$ cat config.mk
export PLATFORM = sky130hd
export DESIGN_NAME = section_record_parser_flat
export DESIGN_NICKNAME = d
export VERILOG_FILES = /design/src/rtl/core/srp_pkg.sv /design/src/rtl/core/srp_stream_if.sv /design/src/rtl/core/section_record_parser.sv /design/src/flat_wrapper.sv
export SDC_FILE = /design/constraint.sdc
export NUM_CORES = 1
export LEC_CHECK = 0
export CAP_MARGIN = 40
export CORE_MARGIN = 1.5
export CORE_UTILIZATION = 25
export DETAILED_ROUTE_END_ITERATION = 12
export DONT_BUFFER_PORTS = 1
export PLACE_DENSITY = 0.42
export SYNTH_ARGS = -nofsm -noshare
export SYNTH_HDL_FRONTEND = slang
export SYNTH_SLANG_ARGS = --single-unit
$ cat constraint.sdc
create_clock -name i_clk -period 7.48 [get_ports i_clk]
set_input_delay 1.122 -clock i_clk [delete_from_list [all_inputs] [get_ports i_clk]]
set_output_delay 1.122 -clock i_clk [all_outputs]
set_load 0.1 [all_outputs]
$ cat src/rtl/core/srp_pkg.sv
// Shared types, constants and helper functions of the section record parser.
package srp_pkg;

    localparam int TAG_LENGTH = 10;
    localparam int MATCH_W    = 4;
    localparam int FIELD_W    = 2;

    localparam logic [7:0] CH_OPEN    = 8'h5B;
    localparam logic [7:0] CH_CLOSE   = 8'h5D;
    localparam logic [7:0] CH_NEWLINE = 8'h0A;
    localparam logic [7:0] CH_ZERO    = 8'h30;
    localparam logic [7:0] CH_NINE    = 8'h39;

    localparam logic [31:0] MAX_X    = 32'h0000_FFFF;
    localparam logic [31:0] MAX_Y    = 32'h0000_FFFF;
    localparam logic [31:0] MAX_TIME = 32'hFFFF_FFFF;
    localparam logic [31:0] MAX_TYPE = 32'h0000_00FF;

    typedef enum logic [5:0] {
        PH_SEARCH = 6'b000001,
        PH_TAG    = 6'b000010,
        PH_SKIP   = 6'b000100,
        PH_START  = 6'b001000,
        PH_REC    = 6'b010000,
        PH_REST   = 6'b100000
    } t_phase;

    typedef struct packed {
        logic [7:0] data_byte;
        logic       final_byte;
    } t_in_item;

    typedef struct packed {
        logic [15:0] x_coord;
        logic [15:0] y_coord;
        logic [31:0] hit_time;
        logic [7:0]  object_type;
        logic        truncated;
    } t_out_item;

    function automatic logic [7:0] tag_char(input logic [MATCH_W-1:0] idx);
        logic [7:0] c;
        unique case (idx)
            4'd0:    c = 8'h48;
            4'd1:    c = 8'h69;
            4'd2:    c = 8'h74;
            4'd3:    c = 8'h4F;
            4'd4:    c = 8'h62;
            4'd5:    c = 8'h6A;
            4'd6:    c = 8'h65;
            4'd7:    c = 8'h63;
            4'd8:    c = 8'h74;
            4'd9:    c = 8'h73;
            default: c = 8'h00;
        endcase
        return c;
    endfunction

    function automatic logic [31:0] sat_mac(input logic [31:0] acc,
                                            input logic [3:0]  digit,
                                            input logic [31:0] maxv);
        logic [35:0] v;
        v = {1'b0, acc, 3'b000} + {3'b000, acc, 1'b0} + 36'(digit);
        return (v > 36'(maxv)) ? maxv : v[31:0];
    endfunction

endpackage

$ cat src/rtl/core/srp_stream_if.sv
// Valid/ready stream interfaces for the input bytes and the output records.
interface srp_in_if;
    logic               valid;
    logic               ready;
    srp_pkg::t_in_item  payload;

    modport source (output valid, output payload, input ready);
    modport sink   (input valid, input payload, output ready);
endinterface

interface srp_out_if;
    logic               valid;
    logic               ready;
    srp_pkg::t_out_item payload;

    modport source (output valid, output payload, input ready);
    modport sink   (input valid, input payload, output ready);
endinterface

$ cat src/rtl/core/section_record_parser.sv
// Section record parser: finds the section tag and turns each later line into a record.
//
//   channel   direction  transfer when          payload
//   i_in      sink       valid && ready         data_byte[8], final_byte[1]
//   o_out     source     valid && ready         x_coord[16], y_coord[16], hit_time[32],
//                                               object_type[8], truncated[1]
//
// One byte per cycle sustained unless the output stalls.
// Input register, combinational parse logic with the saturating multiply-add, result register.
// Reset (i_rst_n low, synchronous) returns to the tag search with empty accumulators.
// A stalled output holds the parse stage; the input register still takes a byte when empty.
module section_record_parser (
    input  logic              i_clk,
    input  logic              i_rst_n,
    srp_in_if.sink            i_in,
    srp_out_if.source         o_out
);

    logic                          r_in_valid;
    srp_pkg::t_in_item             r_in_item;
    logic                          r_out_valid;
    srp_pkg::t_out_item            r_out_item;

    srp_pkg::t_phase               r_phase, n_phase;
    logic [srp_pkg::MATCH_W-1:0]   r_match, n_match;
    logic [srp_pkg::FIELD_W-1:0]   r_field, n_field;
    logic [15:0]                   r_acc_x, n_acc_x;
    logic [15:0]                   r_acc_y, n_acc_y;
    logic [31:0]                   r_acc_time, n_acc_time;
    logic [7:0]                    r_acc_type, n_acc_type;

    logic                          proc_go;
    logic                          emit;
    srp_pkg::t_out_item            emit_item;
    logic [7:0]                    cur_byte;
    logic                          is_digit;
    logic [3:0]                    digit;

    assign proc_go     = r_in_valid && (!r_out_valid || o_out.ready);
    assign i_in.ready  = !r_in_valid || proc_go;
    assign o_out.valid = r_out_valid;
    assign o_out.payload = r_out_item;

    assign cur_byte = r_in_item.data_byte;
    assign is_digit = (cur_byte >= srp_pkg::CH_ZERO) && (cur_byte <= srp_pkg::CH_NINE);
    assign digit    = 4'(cur_byte - srp_pkg::CH_ZERO);

    always_comb begin
        n_phase    = r_phase;
        n_match    = r_match;
        n_field    = r_field;
        n_acc_x    = r_acc_x;
        n_acc_y    = r_acc_y;
        n_acc_time = r_acc_time;
        n_acc_type = r_acc_type;
        emit       = 1'b0;
        emit_item  = '{x_coord: r_acc_x, y_coord: r_acc_y, hit_time: r_acc_time,
                       object_type: r_acc_type, truncated: 1'b0};

        unique case (r_phase)
            srp_pkg::PH_TAG: begin
                if (r_match < srp_pkg::MATCH_W'(srp_pkg::TAG_LENGTH)) begin
                    if (cur_byte == srp_pkg::tag_char(r_match)) begin
                        n_match = r_match + 1'b1;
                    end else begin
                        n_match = '0;
                        n_phase = (cur_byte == srp_pkg::CH_OPEN) ? srp_pkg::PH_TAG
                                                                 : srp_pkg::PH_SEARCH;
                    end
                end else if (cur_byte == srp_pkg::CH_CLOSE) begin
                    n_phase = srp_pkg::PH_SKIP;
                    n_match = '0;
                end else begin
                    n_match = '0;
                    n_phase = (cur_byte == srp_pkg::CH_OPEN) ? srp_pkg::PH_TAG
                                                             : srp_pkg::PH_SEARCH;
                end
            end
            srp_pkg::PH_SKIP: begin
                if (r_match != '0) begin
                    n_phase = srp_pkg::PH_START;
                    n_match = '0;
                end else begin
                    n_match = srp_pkg::MATCH_W'(1);
                end
            end
            srp_pkg::PH_START, srp_pkg::PH_REC: begin
                if (is_digit) begin
                    unique case (r_field)
                        2'd0: n_acc_x = 16'(srp_pkg::sat_mac(32'(r_acc_x), digit,
                                                             srp_pkg::MAX_X));
                        2'd1: n_acc_y = 16'(srp_pkg::sat_mac(32'(r_acc_y), digit,
                                                             srp_pkg::MAX_Y));
                        2'd2: n_acc_time = srp_pkg::sat_mac(r_acc_time, digit,
                                                            srp_pkg::MAX_TIME);
                        default: n_acc_type = 8'(srp_pkg::sat_mac(32'(r_acc_type), digit,
                                                                  srp_pkg::MAX_TYPE));
                    endcase
                    n_phase = srp_pkg::PH_REC;
                end else if (r_field != 2'd3) begin
                    n_field = r_field + 1'b1;
                    n_phase = srp_pkg::PH_REC;
                end else begin
                    emit       = 1'b1;
                    n_field    = '0;
                    n_acc_x    = '0;
                    n_acc_y    = '0;
                    n_acc_time = '0;
                    n_acc_type = '0;
                    n_phase    = (cur_byte == srp_pkg::CH_NEWLINE) ? srp_pkg::PH_START
                                                                   : srp_pkg::PH_REST;
                end
            end
            srp_pkg::PH_REST: begin
                if (cur_byte == srp_pkg::CH_NEWLINE) begin
                    n_phase = srp_pkg::PH_START;
                end
            end
            default: begin
                if (cur_byte == srp_pkg::CH_OPEN) begin
                    n_phase = srp_pkg::PH_TAG;
                    n_match = '0;
                end else begin
                    n_phase = srp_pkg::PH_SEARCH;
                end
            end
        endcase

        if (r_in_item.final_byte) begin
            if (!emit && (n_phase == srp_pkg::PH_REC)) begin
                emit      = 1'b1;
                emit_item = '{x_coord: n_acc_x, y_coord: n_acc_y, hit_time: n_acc_time,
                              object_type: n_acc_type, truncated: 1'b1};
            end
            n_phase    = srp_pkg::PH_SEARCH;
            n_match    = '0;
            n_field    = '0;
            n_acc_x    = '0;
            n_acc_y    = '0;
            n_acc_time = '0;
            n_acc_type = '0;
        end
    end

    always_ff @(posedge i_clk) begin
        if (!i_rst_n) begin
            r_in_valid <= 1'b0;
        end else if (i_in.ready) begin
            r_in_valid <= i_in.valid;
        end
        if (i_in.ready) begin
            r_in_item <= i_in.payload;
        end
    end

    always_ff @(posedge i_clk) begin
        if (!i_rst_n) begin
            r_phase    <= srp_pkg::PH_SEARCH;
            r_match    <= '0;
            r_field    <= '0;
            r_acc_x    <= '0;
            r_acc_y    <= '0;
            r_acc_time <= '0;
            r_acc_type <= '0;
        end else if (proc_go) begin
            r_phase    <= n_phase;
            r_match    <= n_match;
            r_field    <= n_field;
            r_acc_x    <= n_acc_x;
            r_acc_y    <= n_acc_y;
            r_acc_time <= n_acc_time;
            r_acc_type <= n_acc_type;
        end
    end

    always_ff @(posedge i_clk) begin
        if (!i_rst_n) begin
            r_out_valid <= 1'b0;
        end else if (proc_go) begin
            r_out_valid <= emit;
        end else if (o_out.ready) begin
            r_out_valid <= 1'b0;
        end
        if (proc_go && emit) begin
            r_out_item <= emit_item;
        end
    end

    a_phase_onehot: assert property (@(posedge i_clk) disable iff (!i_rst_n)
        $onehot(r_phase))
        else $error("parse phase is not one-hot");

    a_final_restarts: assert property (@(posedge i_clk) disable iff (!i_rst_n)
        proc_go && r_in_item.final_byte |=> r_phase == srp_pkg::PH_SEARCH && r_field == '0)
        else $error("final byte did not return the parser to the tag search");

    a_search_clean: assert property (@(posedge i_clk) disable iff (!i_rst_n)
        r_phase == srp_pkg::PH_SEARCH |-> r_acc_x == '0 && r_acc_y == '0 &&
                                          r_acc_time == '0 && r_acc_type == '0)
        else $error("accumulators not clear during tag search");

    a_match_bound: assert property (@(posedge i_clk) disable iff (!i_rst_n)
        r_phase == srp_pkg::PH_TAG |-> r_match <= srp_pkg::MATCH_W'(srp_pkg::TAG_LENGTH))
        else $error("tag match position ran past the tag length");

    a_stall_holds: assert property (@(posedge i_clk) disable iff (!i_rst_n)
        r_in_valid && !proc_go |=> $stable(r_phase) && $stable(r_field) && r_in_valid)
        else $error("parse state moved while the result register was stalled");

    a_full_record_clears: assert property (@(posedge i_clk) disable iff (!i_rst_n)
        proc_go && emit && !emit_item.truncated |=> r_field == '0 && r_acc_x == '0)
        else $error("record not cleared after a complete record");

endmodule
$ cat src/flat_wrapper.sv
// flat-port wrapper written by rule: the top's interface ports become plain ports
module section_record_parser_flat 
  (i_clk, i_rst_n, i_in_valid, i_in_payload, i_in_ready, o_out_valid, o_out_payload, o_out_ready);
  srp_in_if i_in_i ();
  srp_out_if o_out_i ();
  input  logic i_clk;
  input  logic i_rst_n;
  input wire logic [$bits(i_in_i.valid)-1:0] i_in_valid;
  input wire logic [$bits(i_in_i.payload)-1:0] i_in_payload;
  output wire logic [$bits(i_in_i.ready)-1:0] i_in_ready;
  output wire logic [$bits(o_out_i.valid)-1:0] o_out_valid;
  output wire logic [$bits(o_out_i.payload)-1:0] o_out_payload;
  input wire logic [$bits(o_out_i.ready)-1:0] o_out_ready;
  assign i_in_i.valid = i_in_valid;
  assign i_in_i.payload = i_in_payload;
  assign i_in_ready = i_in_i.ready;
  assign o_out_valid = o_out_i.valid;
  assign o_out_payload = o_out_i.payload;
  assign o_out_i.ready = o_out_ready;
  section_record_parser u_core (.i_clk(i_clk), .i_rst_n(i_rst_n), .i_in(i_in_i), .o_out(o_out_i));
endmodule
* After elaboration in Yosys (flattened, before gate mapping) *
Memories as Yosys holds them, arrays and structs flattened. A register that Yosys moved wholly into a read port is not among the register bits.
Index checks and enable logic that the tools add are counted.

operators by class
  reductions and logical operators = 19
  multiplexer cells = 58
  equality and inequality tests = 15
  order comparisons = 7
  $add $sub $neg = 11

operators by type and width
  cell                  number
  $mux 16               12
  $mux 32               6
  $mux 73               2
  $gt 36x16->1 const B  2
  $mux 8                8
  $mux 6                9
  $add 20x4->21         2
  $add 19x17->20        2
  $add 35x33->36        1
  $add 36x4->36         1
  $gt 36x32->1 const B  1
  $gt 36x8->1 const B   1
  $mux 4                6
  $pmux 6 s4            1
  $eq 8x7->1 const B    2
  $add 12x4->13         1
  $add 11x9->12         1
  $eq 6x5->1 const B    2
  $pmux 4 s3            1
  $mux 2                5
  $eq 8x4->1 const B    1
  $eq 8x8->1            1
  $ge 8x6->1 const B    1
  $le 8x6->1 const B    1
  22 further kinds      40

storage, ports and cells
  output and inout port bits = 75
  input bits = 13
  word-level logic and storage cells = 127
  register bits = 168
  memories = 1
  bits in read-only memories = 112

memories
  name             depth  bits a word  read ports  clocked after Yosys merged registers in  write ports  RTL line       source
  (no name shown)  16     7            1           1                                        0            srp_pkg.sv:43  unique case (idx)

* Logic depth before layout (Yosys ltp) *
Gate-level depths: netlist of run 1.

  depth after elaboration = 12
  mapped depth = 14
  mapped depth without buffers = 13

* Least setup slack after synthesis of run 1 *
OpenSTA, ideal clock, no wires.

  path type = input to register
  start = input port o_out_ready
  end = register u_core.r_out_item, in the netlist u_core.o_out.payload[0], enable pin
  buffers on the path = 2
  stages = 5
  library setup time = 528 ps
  data required time = 6952 ps
  data arrival time = 5325 ps
  slack = 1627 ps
  path through = nor2b_1 nand2b_1 clkbuf_1 clkbuf_1 a21oi_1

on the way
  word-level cells in the longest chain between the ends = 3

RTL lines
  what                    RTL line                      source
  start: declaration      flat_wrapper.sv:13            input wire logic [$bits(o_out_i.ready)-1:0] o_out_ready;
  $logic_or 1x1->1        section_record_parser.sv:39   assign proc_go = r_in_valid && (!r_out_valid || o_out.ready);
  $logic_and 1x1->1       section_record_parser.sv:39
  $logic_and 1x1->1       section_record_parser.sv:184  if (proc_go && emit) begin
  end signal: assignment  section_record_parser.sv:185  r_out_item <= emit_item;
  end: declaration        section_record_parser.sv:22   srp_pkg::t_out_item r_out_item;

Every way passes these cells.
A chain may end at the register's enable or synchronous reset.

==> results of run 1 <==
==> cell type report <==
cell class	instances	area (µm²)
clock inverters	15	168.9
well taps	664	830.8
fillers	5087	33990
clock buffers	17	425.4
multi-input cells	1099	7714
inverters	52	195.2
diodes	1	2.502
flip-flops and latches	175	4324
repair buffers	68	1399
==> flip-flops by register name, indices dropped and copies added (netlist names), named ones only <==
| register | count |
|---|---|
| u_core.o_out.payload | 73 |
| u_core.r_acc_time | 32 |
| u_core.r_acc_x | 16 |
| u_core.r_acc_y | 16 |
| u_core.cur_byte | 8 |
| u_core.r_acc_type | 8 |
| u_core.r_phase | 6 |
| u_core.r_match | 4 |
| u_core.r_field | 2 |
| u_core.o_out.valid | 1 |
| u_core.r_in_item | 1 |
| u_core.r_in_valid | 1 |
==> through the flow <==
step / cells / utilization (%) / setup slack [ns] / hold WS, ns
floorplan: 1395 / - / 1.627 / 0.4418
global placement: 2007 / 26.89 / 2.236 / 0.4662
detailed placement: 2058 / 29.48 / 2.174 / 0.4665
CTS: 2090 / 30.70 / 2.165 / 0.4776
global route: 2091 / 30.70 / 1.783 / 0.5240
finish: 2091 / 30.70 / 2.119 / 0.4786
==> cell usage in the layout (no fill, tap or decap), drive strengths merged, types with 17 or more instances in the layout <==
cell    instances
a21oi         137
xnor2          28
a21o           30
nand3          50
buf            68
o21a           21
a32o           35
o21ai          86
ha            151
dfxtp          93
a31oi          25
edfxtp         82
nand2          82
nor3           18
xor2           25
clkbuf         17
nor2          159
inv            61
==> critical path, cell delays in order, from the launching register on <==
cell	delay (ns)
edfxtp_1	0.64
fa_1	0.61
ha_1	0.33
a211oi_1	0.33
o31ai_2	0.16
a311oi_1	0.56
nand2_1	0.17
a31o_1	0.25
a2bb2oi_1	0.17
a211oi_4	0.67
buf_4	0.46
and2_1	0.53
a31oi_1	0.18
==> logic make-up after synthesis <==
family,after synthesis
and+or+nand+nor,412
adders and majority gates,159
xor gates and xnor gates,53
muxes,4
buffers and inverters,121
AOI/OAI and AO/OA,471
DFF,175
==> report_power, final <==
group | internal, mW | switching [mW] | total, mW | leakage (nW)
sequential | 0.996 | 0.00876 | 1.00 | 1.69
clock | 0.476 | 0.462 | 0.938 | 0.290
combinational | 0.0122 | 0.0347 | 0.0469 | 4.36
total | 1.48 | 0.506 | 1.99 | 6.35
==> per-layer routing <==
layer / track usage, % / vias to the layer above
li1: - / 5283
met1: 21.67 / 5173
met2: 24.59 / 225
met3: 3.162 / 41
met4: 5.283 / 4
met5: 0 / -
==> path summary, 6_finish.rpt <==
check	from	to	slack [ns]	cells after the start
worst max-delay path	u_core.cur_byte[3]	u_core.o_out.payload[32]	2.12	12
worst min-delay path	u_core.r_acc_x[15]	u_core.r_acc_x[15]	0.48	2
worst max register to register	u_core.cur_byte[3]	u_core.o_out.payload[32]	2.12	12
worst min register to register	u_core.r_acc_x[15]	u_core.r_acc_x[15]	0.48	2
==> results.sh, run 1 <==
export IMPL_fin_crit_ns=5.361
export IMPL_worst_pin_slew_ns=0.9001
export IMPL_m1WireLength_um=19540
export IMPL_grt_pass1_wl_um=61300
export IMPL_dp_hpwl_um=28480
export IMPL_p_total_mw=1.990
export IMPL_synth_commonest_cells="nor2_1 (158), ha_1 (151), a21oi_1 (136), dfxtp_1 (93)"
export IMPL_ys_flop_type="dfxtp_1"
export IMPL_syn_area_mm2=0.01243
export IMPL_finalSetupViolCount=0
export IMPL_yosysUniqueCellTypes=78
export IMPL_hold_class="reg -> reg"
export IMPL_ir_drop_uv=134.1
export IMPL_slew_violations=0
export IMPL_place_area_mm2=0.01446
export IMPL_grt_usage_pct=15.79
export IMPL_die_y_um=226.0
export IMPL_synth_edf_count=82
export IMPL_root_buffer="clkbuf_16"
export IMPL_clkTransAtPathRegs_ns=0.08
export IMPL_final_nets=1585
export IMPL_synthTopCellsByArea="edfxtp_1 (20%), ha_1 (15%), dfxtp_1 (15%)"
export IMPL_relSlewSlack_pct=40.12
export IMPL_drt_total_wl_um=39240
export IMPL_power_density_mw_per_mm2=132.1
export IMPL_first_pass_iters=5
export IMPL_wl_met2_um=17480
export IMPL_fp_dieW_um=226.0
export IMPL_fp_row_count=81
export IMPL_dieArea_mm2=0.05107
export IMPL_tns_ns=0
export IMPL_met3_length_um=1479
export IMPL_cp_required_ns=7.71
export IMPL_ctsHoldBuffers=0
export IMPL_synth_area_leader_cell="edfxtp_1"
export IMPL_synth_mux_area_fraction_pct=0.3221
export IMPL_cts_tree="built"
export IMPL_synth_compound_area_share_pct=25.43
export IMPL_synth_xor_xnor_area_share_pct=3.734
export IMPL_clock_sinks=175
export IMPL_viasPerCell=5.130
export IMPL_htree_levels=4
export IMPL_cp_max_fo=26
export IMPL_synthSimpleGateAreaFrac_pct=15.48
export IMPL_fin_area_mm2=0.01506
export IMPL_worstPathArrival_ns=5.59
export IMPL_max_cap_violations=0
export IMPL_seq_area_frac_synth_pct=34.79
export IMPL_start_kind="register"
export IMPL_end_kind="register"
export IMPL_drt_wirelength_per_cell_um=18.76
export IMPL_ant_nets=0
export IMPL_place_congestion=0.8306
export IMPL_coreArea_mm2=0.04905
export IMPL_avgSynthCellArea_um2=8.911
export IMPL_clock_path_buffers=2
export IMPL_synthToLayoutAreaGrowth_pct=21.15
export IMPL_fin_crit_sh_pct=71.67
export IMPL_hold_violations=0
export IMPL_drive_above_1_share_pct=8.275
export IMPL_cts_resized=0
export IMPL_num_vias=10726
export IMPL_async_reset_ff_share_pct=0
export IMPL_cts_setup_buffers=0
export IMPL_clkLatencyLatePin_ns=0.50
export IMPL_drc=0
export IMPL_synth_top_family_by_area="compound AO/OA/AOI/OAI gates"
export IMPL_grt_pass1_vias=10539
export IMPL_syn_nets=1567
export IMPL_fmax_mhz=186.5
export IMPL_syn_inst=1395
export IMPL_rsz0062_at_grt="no"
export IMPL_io_pins=88
export IMPL_path_class="reg -> reg"
export IMPL_grt_max_degree=42
export IMPL_ys_warn_count=0
export IMPL_overflow=0
export IMPL_drt_initial_drc_count=738
export IMPL_top_layer_used="met5"
export IMPL_yosysMostFrequentCell="nor2_1"
export IMPL_fin_skew_ns=0.01720
export IMPL_start_util_pct=25.34
export IMPL_port_buffers=0
export IMPL_netlist_area_leader_share_pct=19.81
export IMPL_grt_antenna_before_repair=3
export IMPL_cts_inserted_buffers=17
export IMPL_leakagePower_nw=6.347
export IMPL_outcome="complete, no violations"
export IMPL_synth_fa_ha_area_share_pct=16.49
export IMPL_synth_seq_cells=175
(Power assumes the default switching activity.)
==> run 2: changes to the inputs <==
PLACE_DENSITY = 0.44   (was 0.42)
clock period = 4.7 ns   (was 7.48 ns; I/O delays follow)
==> results.sh, run 2 (same netlist as run 1, synthesis figures left out) <==
export IMPL_outcome="complete, no violations"
export IMPL_fmax_mhz=229.0
export IMPL_grt_usage_pct=15.56
export IMPL_cp_required_ns=4.93
export IMPL_end_kind="register"
export IMPL_grt_pass1_vias=10467
export IMPL_crit_path_top_delay_cell="fa_1"
export IMPL_power_density_mw_per_mm2=209.4
export IMPL_largest_reg_flops=73
export IMPL_start_kind="register"
export IMPL_dieArea_mm2=0.05107
export IMPL_fin_crit_ns=4.366
export IMPL_cts_setup_buffers=0
export IMPL_cp_max_fo=31
export IMPL_overflow=0
export IMPL_clkTransAtPathRegs_ns=0.07
export IMPL_place_area_mm2=0.01434
export IMPL_first_pass_iters=4
export IMPL_critPathTopFamily="compound AO/OA/AOI/OAI gates"
export IMPL_worstPathArrival_ns=4.60
export IMPL_clock_sinks=175
export IMPL_hold_slack_ns=0.2875
export IMPL_fin_skew_ns=0.01252
export IMPL_start_util_pct=25.34
export IMPL_die_y_um=226.0
export IMPL_drive_above_1_share_pct=8.322
export IMPL_path_class="reg -> reg"
export IMPL_drt_initial_drc_count=698
export IMPL_port_buffers=0
export IMPL_viasPerCell=5.137
export IMPL_coreArea_mm2=0.04905
export IMPL_fp_row_count=81
export IMPL_leakagePower_nw=6.292
export IMPL_place_congestion=0.8335
export IMPL_tns_ns=0
export IMPL_grt_max_degree=38
export IMPL_finalSetupViolCount=0
export IMPL_final_common_cell="nor2_1"
export IMPL_ctsHoldBuffers=0
export IMPL_root_buffer="clkbuf_16"
export IMPL_grt_antenna_before_repair=2
export IMPL_htree_levels=4
export IMPL_fin_crit_sh_pct=92.90
export IMPL_cp_buffers_inverters=2
export IMPL_worst_pin_slew_ns=0.9009
export IMPL_fillCellCount=5155
export IMPL_fp_dieW_um=226.0
export IMPL_final_nets=1589
export IMPL_ant_nets=0
export IMPL_multi_input_area_mm2=0.007707
export IMPL_max_cap_violations=0
export IMPL_num_vias=10763
export IMPL_cts_resized=0
export IMPL_fin_area_mm2=0.01493
export IMPL_cts_tree="built"
export IMPL_drt_total_wl_um=38740
export IMPL_cp_slowest_stage_delay_ns=0.56
export IMPL_hold_violations=0
export IMPL_grt_pass1_wl_um=60730
export IMPL_stdcell_count=2095
export IMPL_clock_path_buffers=2
export IMPL_slew_violations=0
export IMPL_drt_wirelength_per_cell_um=18.49
export IMPL_clkLatencyLatePin_ns=0.48
export IMPL_dp_hpwl_um=28440
export IMPL_drc=0
export IMPL_ir_drop_uv=234.0
export IMPL_cp_cell_sequence="fa_1, fa_1, a211oi_1, nor3_1, nor2_2, o21bai_1, o31ai_1, buf_4, a31o_1, mux2i_4, buf_4, nand3_1, a32o_1"
export IMPL_placed_cells=2060
export IMPL_hold_class="in -> reg"
export IMPL_pre_cts_ws_ns=0.1802
export IMPL_setup_ws_ns=0.3337
export IMPL_cts_inserted_buffers=17
export IMPL_relSlewSlack_pct=40.07
export IMPL_io_pins=88
export IMPL_synthToLayoutAreaGrowth_pct=20.09
export IMPL_mostFrequentLayoutCells="nor2_1 (156), ha_1 (151), a21oi_1 (135), dfxtp_1 (93), edfxtp_1 (82)"
export IMPL_register_area_mm2=0.004324
export IMPL_rsz0062_at_grt="no"
## run 2: through the flow
stage                     utilization, %  power, mW
after floorplan                        -      1.675
after global placement             27.06      1.710
after detailed placement           29.24      1.715
after CTS                          30.40      3.185
after global routing               30.43      3.237
final                              30.43      3.126
## run 2: worst reg2reg max path, cell delays in order (launching register included)
cell	delay, ns
edfxtp_1	0.48
fa_1	0.56
fa_1	0.49
a211oi_1	0.33
nor3_1	0.12
nor2_2	0.21
o21bai_1	0.13
o31ai_1	0.29
buf_4	0.19
a31o_1	0.22
mux2i_4	0.26
buf_4	0.36
nand3_1	0.20
a32o_1	0.28
## run 2: power breakdown
part,leakage [nW],internal (mW),switching [mW]
Sequential,1.69,1.59,0.0100
Clock,0.262,0.776,0.669
Combinational,4.34,0.0253,0.0593
Total,6.29,2.39,0.738
## run 2: layer usage
metal  wire (µm)  vias to the layer above  track usage, %
met3        1734                       40           3.357
met1       19170                     5201           21.48
met5          13                        -               0
li1            -                     5283               -
met4         675                        2           4.914
met2       17150                      237           24.01
## run 2: final timing paths
path	slack (ns)	from	endpoint	depth (start not counted)
setup / recovery	0.33	u_core.cur_byte[3]	u_core.o_out.payload[19]	13
hold / removal	0.29	i_rst_n	u_core.r_phase[0]	1
setup reg to reg	0.33	u_core.cur_byte[3]	u_core.o_out.payload[19]	13
hold reg to reg	0.49	u_core.r_acc_x[15]	u_core.r_acc_x[15]	2
## run 2: area by class of cell
cell class | count | share of cell area (%)
clock buffers | 17 | 2.850
diodes | 1 | 0.01676
well taps | 664 | 5.565
flip-flops and latches | 175 | 28.97
repair buffers | 72 | 8.700
multi-input cells | 1099 | 51.63
inverters | 52 | 1.308
clock inverters | 15 | 0.9639
==> run 3: changes to the inputs <==
CELL_PAD_IN_SITES_DETAIL_PLACEMENT = 1   (was unset)
CELL_PAD_IN_SITES_GLOBAL_PLACEMENT = 2   (was unset)
CORE_UTILIZATION = 30   (was 25)
PLACE_DENSITY = 0.69   (was 0.44)
==> results.sh, run 3 (same netlist as run 1, synthesis figures left out) <==
export IMPL_mostFrequentLayoutCells="nor2_1 (156), ha_1 (151), a21oi_1 (135), dfxtp_1 (93), edfxtp_1 (82)"
export IMPL_hold_class="in -> reg"
export IMPL_drc=0
export IMPL_worstPathArrival_ns=4.55
export IMPL_clock_sinks=175
export IMPL_die_y_um=206.6
export IMPL_grt_antenna_before_repair=2
export IMPL_grt_most_used_layer="met2"
export IMPL_grtUsageMet3_pct=3.736
export IMPL_cp_max_fo=10
export IMPL_dp_hpwl_um=30560
export IMPL_first_pass_iters=5
export IMPL_start_util_pct=30.44
export IMPL_slew_violations=0
export IMPL_io_pins=88
export IMPL_rr_worst_depth=14
export IMPL_clkLatencyLatePin_ns=0.49
export IMPL_overflow=0
export IMPL_register_area_mm2=0.004324
export IMPL_port_buffers=0
export IMPL_grt_pass1_vias=11240
export IMPL_grt_usage_pct=20.34
export IMPL_grt_pass1_wl_um=65940
export IMPL_drt_total_wl_um=41760
export IMPL_postLayoutCoreUtil_pct=36.43
export IMPL_global_route_usage_met2_pct=31.80
export IMPL_fin_crit_ns=4.311
export IMPL_path_class="reg -> reg"
export IMPL_fmax_mhz=231.9
export IMPL_tns_ns=0
export IMPL_coreArea_mm2=0.04083
export IMPL_ir_drop_uv=220.7
export IMPL_hold_violations=0
export IMPL_ant_nets=0
export IMPL_dieArea_mm2=0.04267
export IMPL_antenna_cells=0
export IMPL_viasPerCell=5.550
export IMPL_cts_inserted_buffers=17
export IMPL_finalSetupViolCount=0
export IMPL_final_nets=1596
export IMPL_place_congestion=0.8361
export IMPL_p_comb_share_pct=2.7
export IMPL_holdPathStages=1
export IMPL_power_frac_seq_pct=51.6
export IMPL_drive_above_1_share_pct=8.838
export IMPL_leakagePower_nw=6.359
export IMPL_cts_tree="built"
export IMPL_worst_pin_slew_ns=0.9080
export IMPL_p_clk_share_pct=45.6
export IMPL_cp_required_ns=4.94
export IMPL_clkTransAtPathRegs_ns=0.07
export IMPL_synthToLayoutAreaGrowth_pct=19.68
export IMPL_fp_dieW_um=206.6
export IMPL_num_vias=10927
export IMPL_fin_crit_sh_pct=91.73
export IMPL_relSlewSlack_pct=39.59
export IMPL_largest_reg_flops=73
export IMPL_grt_max_degree=60
export IMPL_start_kind="register"
export IMPL_end_kind="register"
export IMPL_outcome="complete, no violations"
export IMPL_root_buffer="clkbuf_16"
export IMPL_final_common_cell="nor2_1"
export IMPL_rsz0062_at_grt="no"
export IMPL_fp_row_count=74
export IMPL_power_density_mw_per_mm2=208.0
export IMPL_switching_power_mw=0.7369
export IMPL_fin_skew_ns=0.01134
export IMPL_met1_usage_pct=28.32
export IMPL_cts_resized=0
export IMPL_clock_path_buffers=2
export IMPL_switching_share_pct=23.81
export IMPL_fillCellCount=4657
export IMPL_multi_input_area_mm2=0.007712
export IMPL_htree_levels=4
export IMPL_drt_wirelength_per_cell_um=21.21
export IMPL_power_internal_mw=2.357
export IMPL_drt_initial_drc_count=556
export IMPL_max_cap_violations=0
==> run 3: cell count changes in the layout (fill, tap and decap cells not counted), moves of 2 or more <==
cell / change
clkbuf_8: +3
clkinv_2: +2
clkinv_1: -4
inv_6: -2
inv_4: +2
buf_4: +3
clkbuf_16: +6
clkbuf_1: +3
clkinvlp_4: -4
bufinv_16: -2
==> run 3: critical path, cell delays in order, from the launching register on <==
cell and delay, ns:
edfxtp_1 0.48, buf_4 0.20, fa_1 0.57, inv_1 0.07
fa_1 0.44, nor2b_1 0.16, o21ai_0 0.15, a21o_1 0.22
a211o_1 0.27, a21oi_1 0.26, nor4bb_2 0.45, buf_4 0.29
o2111ai_1 0.20, a21oi_1 0.21, nor2_1 0.08
==> run 3: power groups by stage <==
stage | Sequential (mW) | Clock (mW) | Combinational [mW]
4_1_cts | 1.60 | 1.46 | 0.0805
3_3_place_gp | 1.63 | 0 | 0.0783
3_5_place_dp | 1.63 | 0 | 0.0801
5_1_grt | 1.60 | 1.51 | 0.0919
2_1_floorplan | 1.63 | 0 | 0.0502
6_report | 1.60 | 1.41 | 0.0844
==> run 3: metal layers <==
| metal | vias up | wire length, µm |
|---|---|---|
| li1 | 5288 | - |
| met1 | 5401 | 20700 |
| met2 | 189 | 18790 |
| met3 | 47 | 1528 |
| met4 | 2 | 733 |
| met5 | - | 11 |
==> run 3: path summary, 6_finish.rpt <==
| check | endpoint | from | slack [ns] |
|---|---|---|---|
| max reg2reg | u_core.o_out.payload[68] | u_core.cur_byte[3] | 0.39 |
| min reg2reg | u_core.r_acc_x[15] | u_core.r_acc_x[15] | 0.50 |
| min | u_core.r_phase[0] | i_rst_n | 0.28 |
| max | u_core.o_out.payload[68] | u_core.cur_byte[3] | 0.39 |
==> run 3: what timing repair did <==
action                     in CTS  in global routing
hold buffers                    0                  0
setup endpoints to repair       0                 26
buffers inserted                0                  3
==> run 3: through the flow <==
step / area, µm² / hold slack (ns) / setup slack, ns / instances / total power, mW
6_report: 14880 / 0.2796 / 0.3887 / 1969 / 3.094
5_1_grt: 14880 / 0.2615 / 0.09973 / 1969 / 3.198
4_1_cts: 14730 / 0.2371 / 0.1833 / 1961 / 3.142
3_5_place_dp: 14170 / 0.4752 / 0.1836 / 1929 / 1.713
3_3_place_gp: 13150 / 0.4679 / 0.4083 / 1890 / 1.711
2_1_floorplan: 12430 / 0.4418 / 0.6617 / 1395 / 1.675
==> run 3: area by class of cell <==
class                   count  area share (%)
clock buffers              24           3.381
multi-input cells        1099           51.84
flip-flops and latches    175           29.07
well taps                 532           4.474
inverters                  52           1.312
repair buffers             79           9.571
clock inverters             8          0.3532
